`src/hdl/hbp_pkg.sv`:
```
// ----------------------------------------------------------------------------
// hbp_pkg
// Shared widths and types of the halo box partitioner.
// ----------------------------------------------------------------------------
package hbp_pkg;

  localparam int MAX_DIMS   = 3;
  localparam int AXES       = 3;
  localparam int COORD_BITS = 16;
  localparam int IDX_W      = 5;
  localparam int AX_W       = 2;
  localparam int IN_W       = ((3 * AXES * COORD_BITS + 7) / 8) * 8;
  localparam int OUT_RAW_W  = 2 * AXES * COORD_BITS + IDX_W;
  localparam int OUT_W      = ((OUT_RAW_W + 7) / 8) * 8;

  typedef logic [COORD_BITS-1:0] coord_t;
  typedef logic [AX_W-1:0]       axis_idx_t;

  typedef struct packed {
    logic   bad;
    coord_t hi_off;
    coord_t hi_len;
  } axis_res_t;

endpackage

```
`src/hdl/hbp_axis_unit.sv`:
```
// ----------------------------------------------------------------------------
// hbp_axis_unit
// Shared add and compare unit: high cut, high extent and bounds check of one
// axis.
// ----------------------------------------------------------------------------
module hbp_axis_unit (
  input  hbp_pkg::coord_t    top,
  input  hbp_pkg::coord_t    off,
  input  hbp_pkg::coord_t    size,
  output hbp_pkg::axis_res_t res
);

  logic [hbp_pkg::COORD_BITS:0] sum;

  assign sum        = {1'b0, off} + {1'b0, size};
  assign res.bad    = (size == '0) || (sum > {1'b0, top});
  assign res.hi_off = sum[hbp_pkg::COORD_BITS-1:0];
  assign res.hi_len = top - sum[hbp_pkg::COORD_BITS-1:0];

endmodule

```
`src/hdl/halo_box_partitioner.sv`:
```
// ----------------------------------------------------------------------------
// halo_box_partitioner
// Splits an outer box into low, inner and high sub-boxes per axis and emits
// every non-empty combination in lexicographic order, or one error result.
// ----------------------------------------------------------------------------
// channel   dir  tdata                                         tuser        tlast
// s_axis    in   outer_size_0..2, inner_offset_0..2,           -            -
//                inner_size_0..2
// m_axis    out  seg_offset_0..2, seg_size_0..2, seg_index     bad_request  last_segment
// cfg       in   cfg_wr_data = dims_in_use                     -            -
//
// One request is set up one axis per cycle through the shared add/compare
// unit, then steps through the candidate boxes, up to 3^n, one per cycle
// while m_axis is not stalled, with empty candidates skipped.
// A stalled m_axis holds the sequencer; s_axis is ready only when idle.
// rst is synchronous and clears control state; dims_in_use resets to 3.
// ----------------------------------------------------------------------------
module halo_box_partitioner (
  input  logic                       clk,
  input  logic                       rst,
  input  logic                       cfg_wr_en,
  input  logic [1:0]                 cfg_wr_data,   // dims_in_use
  input  logic                       s_axis_tvalid,
  output logic                       s_axis_tready,
  // outer_size_0..2, inner_offset_0..2, inner_size_0..2
  input  logic [hbp_pkg::IN_W-1:0]   s_axis_tdata,
  output logic                       m_axis_tvalid,
  input  logic                       m_axis_tready,
  // seg_offset_0..2, seg_size_0..2, seg_index, zero pad
  output logic [hbp_pkg::OUT_W-1:0]  m_axis_tdata,
  output logic                       m_axis_tuser,  // bad_request
  output logic                       m_axis_tlast   // last_segment
);

  localparam int C = hbp_pkg::COORD_BITS;
  localparam int A = hbp_pkg::AXES;

  typedef enum logic [1:0] {IDLE, SETUP, BAD, ENUM} state_t;

  state_t               state;
  logic [1:0]           dims;
  hbp_pkg::axis_idx_t   n_act;
  hbp_pkg::axis_idx_t   ax;
  logic                 bad_acc;
  logic [hbp_pkg::IDX_W-1:0] seg_idx;
  hbp_pkg::coord_t      held_outer [A];
  hbp_pkg::coord_t      held_off   [A];
  hbp_pkg::coord_t      held_size  [A];
  hbp_pkg::coord_t      hi_off     [A];
  hbp_pkg::coord_t      hi_len     [A];
  logic [1:0]           digit      [A];
  logic [1:0]           digit_next [A];

  hbp_pkg::axis_idx_t   n_req;
  hbp_pkg::axis_res_t   res;
  hbp_pkg::coord_t      cand_off   [A];
  hbp_pkg::coord_t      cand_len   [A];
  logic                 empty;
  logic                 is_last;
  logic                 out_free;
  logic                 out_load;
  logic [hbp_pkg::OUT_W-1:0] out_word;

  assign s_axis_tready = (state == IDLE);
  assign out_free      = !m_axis_tvalid || m_axis_tready;
  assign out_load      = out_free && ((state == BAD) || ((state == ENUM) && !empty));

  always_comb begin
    if (dims == 2'd0) begin
      n_req = hbp_pkg::AX_W'(1);
    end else if (int'(dims) > hbp_pkg::MAX_DIMS) begin
      n_req = hbp_pkg::AX_W'(hbp_pkg::MAX_DIMS);
    end else begin
      n_req = hbp_pkg::AX_W'(dims);
    end
  end

  hbp_axis_unit u_axis (
    .top  (held_outer[ax]),
    .off  (held_off[ax]),
    .size (held_size[ax]),
    .res  (res)
  );

  always_comb begin
    logic carry;
    logic active;
    empty   = 1'b0;
    is_last = 1'b1;
    carry   = 1'b1;
    out_word = '0;
    for (int k = 0; k < A; k++) begin
      active = (hbp_pkg::AX_W'(k) < n_act);
      unique case (digit[k])
        2'd0: begin
          cand_off[k] = '0;
          cand_len[k] = held_off[k];
        end
        2'd1: begin
          cand_off[k] = held_off[k];
          cand_len[k] = held_size[k];
        end
        default: begin
          cand_off[k] = hi_off[k];
          cand_len[k] = hi_len[k];
        end
      endcase
      if (!active) begin
        cand_off[k] = '0;
        cand_len[k] = '0;
      end
      if (active && cand_len[k] == '0) begin
        empty = 1'b1;
      end
      if (active && digit[k] != ((hi_len[k] != '0) ? 2'd2 : 2'd1)) begin
        is_last = 1'b0;
      end
      out_word[k*C +: C]       = cand_off[k];
      out_word[(A + k)*C +: C] = cand_len[k];
    end
    out_word[2*A*C +: hbp_pkg::IDX_W] = seg_idx;
    for (int k = A - 1; k >= 0; k--) begin
      active = (hbp_pkg::AX_W'(k) < n_act);
      digit_next[k] = digit[k];
      if (active && carry) begin
        if (digit[k] == 2'd2) begin
          digit_next[k] = 2'd0;
        end else begin
          digit_next[k] = digit[k] + 2'd1;
          carry = 1'b0;
        end
      end
    end
  end

  always_ff @(posedge clk) begin
    if (rst) begin
      state         <= IDLE;
      dims          <= 2'd3;
      m_axis_tvalid <= 1'b0;
      ax            <= '0;
      bad_acc       <= 1'b0;
      seg_idx       <= '0;
      n_act         <= '0;
      for (int k = 0; k < A; k++) begin
        digit[k] <= 2'd0;
      end
    end else begin
      if (cfg_wr_en) begin
        dims <= cfg_wr_data;
      end
      if (m_axis_tready && !out_load) begin
        m_axis_tvalid <= 1'b0;
      end
      unique case (state)
        IDLE: begin
          if (s_axis_tvalid) begin
            for (int k = 0; k < A; k++) begin
              held_outer[k] <= s_axis_tdata[k*C +: C];
              held_off[k]   <= s_axis_tdata[(A + k)*C +: C];
              held_size[k]  <= s_axis_tdata[(2*A + k)*C +: C];
            end
            n_act   <= n_req;
            ax      <= '0;
            bad_acc <= 1'b0;
            state   <= SETUP;
          end
        end
        SETUP: begin
          hi_off[ax] <= res.hi_off;
          hi_len[ax] <= res.hi_len;
          bad_acc    <= bad_acc | res.bad;
          if (ax == n_act - hbp_pkg::AX_W'(1)) begin
            for (int k = 0; k < A; k++) begin
              digit[k] <= 2'd0;
            end
            seg_idx <= '0;
            state   <= (bad_acc | res.bad) ? BAD : ENUM;
          end else begin
            ax <= ax + hbp_pkg::AX_W'(1);
          end
        end
        BAD: begin
          if (out_free) begin
            m_axis_tvalid <= 1'b1;
            m_axis_tdata  <= '0;
            m_axis_tuser  <= 1'b1;
            m_axis_tlast  <= 1'b1;
            state         <= IDLE;
          end
        end
        ENUM: begin
          if (out_free) begin
            for (int k = 0; k < A; k++) begin
              digit[k] <= digit_next[k];
            end
            if (!empty) begin
              m_axis_tvalid <= 1'b1;
              m_axis_tdata  <= out_word;
              m_axis_tuser  <= 1'b0;
              m_axis_tlast  <= is_last;
              seg_idx       <= seg_idx + hbp_pkg::IDX_W'(1);
              if (is_last) begin
                state <= IDLE;
              end
            end
          end
        end
        default: begin
          state <= IDLE;
        end
      endcase
    end
  end

`ifndef SYNTHESIS
  a_bad_is_last: assert property (@(posedge clk) disable iff (rst)
    m_axis_tvalid && m_axis_tuser |-> m_axis_tlast && (m_axis_tdata == '0))
    else $error("error result without last flag or with payload");

  a_axis0_nonempty: assert property (@(posedge clk) disable iff (rst)
    m_axis_tvalid && !m_axis_tuser |-> (m_axis_tdata[A*C +: C] != '0))
    else $error("empty sub-box emitted");

  a_busy_after_accept: assert property (@(posedge clk) disable iff (rst)
    s_axis_tvalid && s_axis_tready |=> !s_axis_tready)
    else $error("request accepted while enumerating");
`endif

endmodule
```
`config.mk`:
```
export PLATFORM = sky130hd
export DESIGN_NAME = halo_box_partitioner
export DESIGN_NICKNAME = d
export VERILOG_FILES = /design/src/hdl/hbp_pkg.sv /design/src/hdl/hbp_axis_unit.sv /design/src/hdl/halo_box_partitioner.sv
export SDC_FILE = /design/constraint.sdc
export NUM_CORES = 1
export LEC_CHECK = 0
export BUFFER_PORTS_ARGS = -buffer_cell sky130_fd_sc_hd__clkbuf_2
export CAP_MARGIN = 20
export CORE_ASPECT_RATIO = 0.75
export CORE_MARGIN = 8
export CORE_UTILIZATION = 26
export DETAILED_ROUTE_END_ITERATION = 8
export PLACE_DENSITY_LB_ADDON = 0.05
export SYNTH_ARGS = -nofsm -noshare
export SYNTH_HDL_FRONTEND = slang
export SYNTH_HIERARCHICAL = 1
export SYNTH_SLANG_ARGS = --single-unit
```
`constraint.sdc`:
```
create_clock -name clk -period 14.6 [get_ports clk]
set_clock_uncertainty 0.15 [all_clocks]
set_input_delay 0.73 -clock clk [delete_from_list [all_inputs] [get_ports clk]]
set_output_delay 0.73 -clock clk [all_outputs]
set_load 0.02 [all_outputs]
```
Yosys cells after proc, flatten, opt, wreduce, memory -nomap -nowiden
Memories as Yosys holds them, arrays and structs flattened. A register that Yosys moved wholly into a read port is not among the register bits.
Index checks and enable logic that the tools add are counted.
{ "totals": {"mem_count": 6, "ram_bits": 246, "wordCells": 188, "out_inout_bits": 108, "register_bits": 121, "inputBits": 151} }
{ "memory_table": {"columns": ["name", "depth", "width", "rd", "rd_ports_with_merged_regs", "wr", "line", "text"], "rows": [
  ["held_off", 3, 16, 4, 1, 3, "halo_box_partitioner.sv:47", "hbp_pkg::coord_t held_off [A];"],
  ["held_outer", 3, 16, 1, 1, 3, "halo_box_partitioner.sv:46", "hbp_pkg::coord_t held_outer [A];"],
  ["held_size", 3, 16, 4, 1, 3, "halo_box_partitioner.sv:48", "hbp_pkg::coord_t held_size [A];"],
  ["hi_len", 3, 16, 3, 0, 1, "halo_box_partitioner.sv:50", "hbp_pkg::coord_t hi_len [A];"],
  ["hi_off", 3, 16, 3, 0, 1, "halo_box_partitioner.sv:49", "hbp_pkg::coord_t hi_off [A];"],
  ["digit", 3, 2, 3, 0, 3, "halo_box_partitioner.sv:51", "logic [1:0] digit [A];"]
]} }
{ "op_classes": {"add_sub_neg": 8, "reduce_logical": 38, "bitwise_logic": 8, "n_eq_ne": 20, "n_lt_le_gt_ge": 4, "muxes": 94} }
{ "op_table": {"columns": ["cell", "n"], "rows": [
  ["$mux W104", 3],
  ["$pmux W104 S2", 1],
  ["$pmux W16 S2", 6],
  ["$mux W16", 6],
  ["$logic_not A16 Y1", 4],
  ["$mux W2", 30],
  ["$reduce_bool A16 Y1", 3],
  ["$mux W1", 38],
  ["$add A16 B16 Y17", 1],
  ["$gt A17 B16 Y1", 1],
  ["$sub A16 B16 Y16", 1],
  ["$mux W5", 3],
  ["$ne A2 B2 Y1 const B", 7],
  ["$logic_and A1 B1 Y1", 11],
  ["$eq A2 B2 Y1 const B", 5],
  ["$logic_not A2 Y1", 5],
  ["$pmux W5 S2", 1],
  ["$add A2 B1 Y2 const B", 4],
  ["$eq A2 B1 Y1 const B", 4],
  ["$pmux W1 S2", 4],
  ["$pmux W2 S4", 1],
  ["$or A1 B1 Y1", 7],
  ["$ne A2 B2 Y1", 3],
  ["$reduce_and A6 Y1", 1],
  ["other kinds (14)", 22]
]} }

Logic depth before layout (Yosys ltp)
An unclocked memory read counts as a cell.
{ "logic_depth": {"depth_word": 19, "mapped_depth": 22, "ltp_nobuf": 18} }

By module
Netlist, hierarchy kept.
{ "by_module_without_submodules": {"columns": ["module", "area_each_um2", "n_inst", "seq_area_each_um2", "cells_each"], "rows": [
  ["halo_box_partitioner", 14626.5, 1, 10820.4, 1009],
  ["hbp_axis_unit", 2137.0, 1, 0.0, 305]
]} }

Least setup slack after synthesis
Ideal clock, no wire load.
{ "synth_path": {"path_type": "input-to-reg", "startpoint": "in rst", "endpoint": "mem held_off[0][0] in the netlist's numbering (enable)", "slack_ns": 2.675, "stages": 3, "setup_ns": 0.824, "required_ns": 13.626, "arrival_time_ns": 10.952, "path_buffers": 2, "cell_sequence": "clkbuf_1 > clkbuf_1 > nor3_1"} }
{ "synth_lines": {"columns": ["item", "line", "text"], "rows": [
  ["from (decl)", "halo_box_partitioner.sv:20", "input logic rst,"],
  ["to (decl)", "halo_box_partitioner.sv:47", null]
]} }

==> flow_summary.json <==
{
  "syn_to_final_growth_pct": 21.0,
  "post-cts-setup-buffer-count": 0,
  "max-slew-margin-rel": 0.290,
  "wl_um": 62500,
  "die_x_um": 309,
  "cp_max_fo": 48,
  "cts_made_buffers": 42,
  "root_buffer": "clkbuf_16",
  "grt_max_degree": 97,
  "worstRegToRegCells": 17,
  "p_leak_nw": 7.64,
  "setup_violations": 0,
  "critical_path.top_delay_family": "compound AO/OA/AOI/OAI gates",
  "antenna_found_initial": 1,
  "ioPinCount": 259,
  "drv_cap": 0,
  "worstPathCellList": "mux2i_1 -> o21ai_0 -> ha_1 -> a211oi_1 -> o211ai_1 -> a41oi_1 -> o21ai_1 -> xnor2_1 -> ha_1 -> nand4_1 -> a211oi_1 -> a211o_1 -> a211o_1 -> a211o_1 -> o21ai_0 -> a21oi_1 -> a211oi_2",
  "synth_edf_count": 349,
  "critPathBufInv": 0,
  "status": "finished clean",
  "worstSetupPathType": "reg -> reg",
  "cts_max_level": 2,
  "grt_overflow": 0,
  "reg2reg_to": "state[0]",
  "synthFlopType": "edfxtp_1",
  "drive_gt1_frac": 0.221,
  "synthTopCellsByArea": "edfxtp_1 (63%), ha_1 (4.7%), mux2i_1 (3.3%)",
  "ctsResizeCount": 0,
  "rsz0062_at_grt": "no",
  "cts_tree": "yes",
  "layout_min_cycle_time_ns": 6.10,
  "grt_use_total": 0.166,
  "drt.antenna.violating_nets": 0,
  "crit_cells": 17,
  "cts_hold_buf": 0,
  "cp.arrival_ns": 6.43,
  "drc": 0,
  "synthTopCellsByCount": "edfxtp_1 (349), nor2_1 (137), a21oi_1 (98)",
  "synthArstFlopShare": 0,
  "maxClockFrequency_mhz": 164,
  "crit_end": "state[0]",
  "dieArea_mm2": 0.0729,
  "start_util": 0.263,
  "cts_max_path_buffers": 3,
  "hp-class": "in -> reg",
  "wl_per_cell_um": 25.5,
  "yosysWarnings": 6,
  "slowest_stage": "dfxtp_4",
  "ys_types": 67,
  "synth_area_per_cell_um2": 12.8,
  "critPathLaunchType": "register",
  "num_rows": 80,
  "crit_top_cell": "a211o_1",
  "dp_hpwl_um": 47400,
  "nets": 1781,
  "peakVddDrop_mv": 0.0638,
  "die_h_um": 236,
  "vias_per_cell": 4.80,
  "ys_ff_latch": 366,
  "fin_crit_sh": 0.418,
  "seq_area_frac_synth": 0.645,
  "num_antenna_cells": 0,
  "synth_area_mm2": 0.0168,
  "clkSlewWorstSetupHoldPaths_ns": 0.06,
  "synth_top_area_share": 0.625,
  "io_buffers": 255,
  "endpoint_kind": "register",
  "dr.pass1.iters": 5,
  "p_per_area_mw_per_mm2": 153,
  "hold_viol_final": 0,
  "hold_depth": 1,
  "syn_inst": 1314,
  "timing.setup.tns_ns": 0,
  "tightestPinTransition_ns": 1.05,
  "grt_pass1_wl_um": 88300,
  "clock_latency_ns": 0.57,
  "synth_most_common_cell": "edfxtp_1",
  "synth_top_cell_by_area": "edfxtp_1",
  "final_util": 0.319,
  "critical_path.max_stage_delay_ns": 0.95,
  "cts.sink_count": 366,
  "vias": 11800,
  "fp.coreArea_mm2": 0.0637,
  "r2r_slack_ns": 8.50,
  "slew_viol_final": 0,
  "routabilityCongestion": 0.863,
  "grt_pass1_vias": 12100,
  "worstPathRequired_ns": 14.93,
  "drt-initial-drc-count": 1028
}
cell usage in the layout, fill, tap and decap left out, types with 15 or more instances in the layout:
cell	count
a21oi_1	98
a22o_1	48
a22oi_1	30
buf_4	18
clkbuf_16	45
clkbuf_2	255
dfxtp_1	15
edfxtp_1	349
ha_1	62
inv_1	51
mux2i_1	56
nand2_1	83
nand4_1	16
nor2_1	136
nor3b_1	24
nor4_1	21
o21ai_0	69
how the worst min path moves through the flow:
stage	startpoint	to	slack, ns
2_1_floorplan	dims[1]	n_act[0]	0.29
3_5_place_dp	seg_idx[4]	seg_idx[4]	0.31
4_1_cts	s_axis_tdata[4]	held_outer[0][4]	0.14
6_report	s_axis_tdata[4]	held_outer[0][4]	0.19
5_1_grt	s_axis_tdata[27]	held_outer[1][11]	0.15
3_3_place_gp	seg_idx[4]	seg_idx[4]	0.31
report_power, final:
group	switching [mW]	internal, mW	leakage (nW)
Combinational	0.515	0.237	3.44
Clock	0.436	0.599	0.628
Sequential	0.0426	1.27	3.58
Total	0.993	2.10	7.64
cell type report:
class	instances	area, um^2
fillers	6551	43400
flip-flops and latches	366	10800
multi-input cells	831	5490
repair buffers	273	1410
clock buffers	57	1180
well taps	861	1080
inverters	51	191
clock inverters	12	119
per-stage QoR:
| step | cells | power (mW) | hold slack, ns | cell area (um^2) | worst slack, ns |
|---|---|---|---|---|---|
| after floorplan | 1316 | 1.77 | 0.289 | 16800 | 2.67 |
| after CTS | 2451 | 3.14 | 0.142 | 20300 | 8.52 |
| after global placement | 2382 | 2.08 | 0.309 | 19000 | 8.65 |
| after global routing | 2451 | 3.24 | 0.152 | 20300 | 8.13 |
| after detailed placement | 2382 | 2.08 | 0.314 | 19000 | 8.54 |
| final | 2451 | 3.10 | 0.188 | 20300 | 8.50 |
routing by layer:
layer | track usage | vias to the layer above | share of wire
met5 | 0 | - | 0
met4 | 0.0410 | 0 | 0.021
met3 | 0.0363 | 77 | 0.061
met2 | 0.253 | 377 | 0.45
met1 | 0.237 | 5847 | 0.47
li1 | - | 5469 | -
flip-flops by register name (all words and copies together) (netlist names), named ones only:
signal         count
dims               2
n_act              2
bad_acc            1
hi_len            48
digit              6
m_axis_tvalid      1
held_outer        48
state              2
m_axis_tdata     101
ax                 2
seg_idx            5
m_axis_tuser       1
m_axis_tlast       1
held_size         48
hi_off            48
held_off          48
cell families after synthesis:
family          Yosys count  share of synthesized area
flops                   366                      0.645
simple gates            359                      0.102
compound gates          325                      0.128
buf+inv                 119                     0.0295
fa+ha+maj                65                     0.0494
mux                      57                     0.0341
xor+xnor                 22                     0.0115
other cells               1                   0.000224
worst register-to-register path: stages, from the launching register on:
cell and delay [ns]:
dfxtp_4 0.95, mux2i_1 0.24, o21ai_0 0.44, ha_1 0.34, a211oi_1 0.30, o211ai_1 0.25
a41oi_1 0.39, o21ai_1 0.16, xnor2_1 0.58, ha_1 0.44, nand4_1 0.30, a211oi_1 0.09
a211o_1 0.27, a211o_1 0.27, a211o_1 0.35, o21ai_0 0.17, a21oi_1 0.10, a211oi_2 0.22
Note: power is estimated with default switching activity, not from simulation.
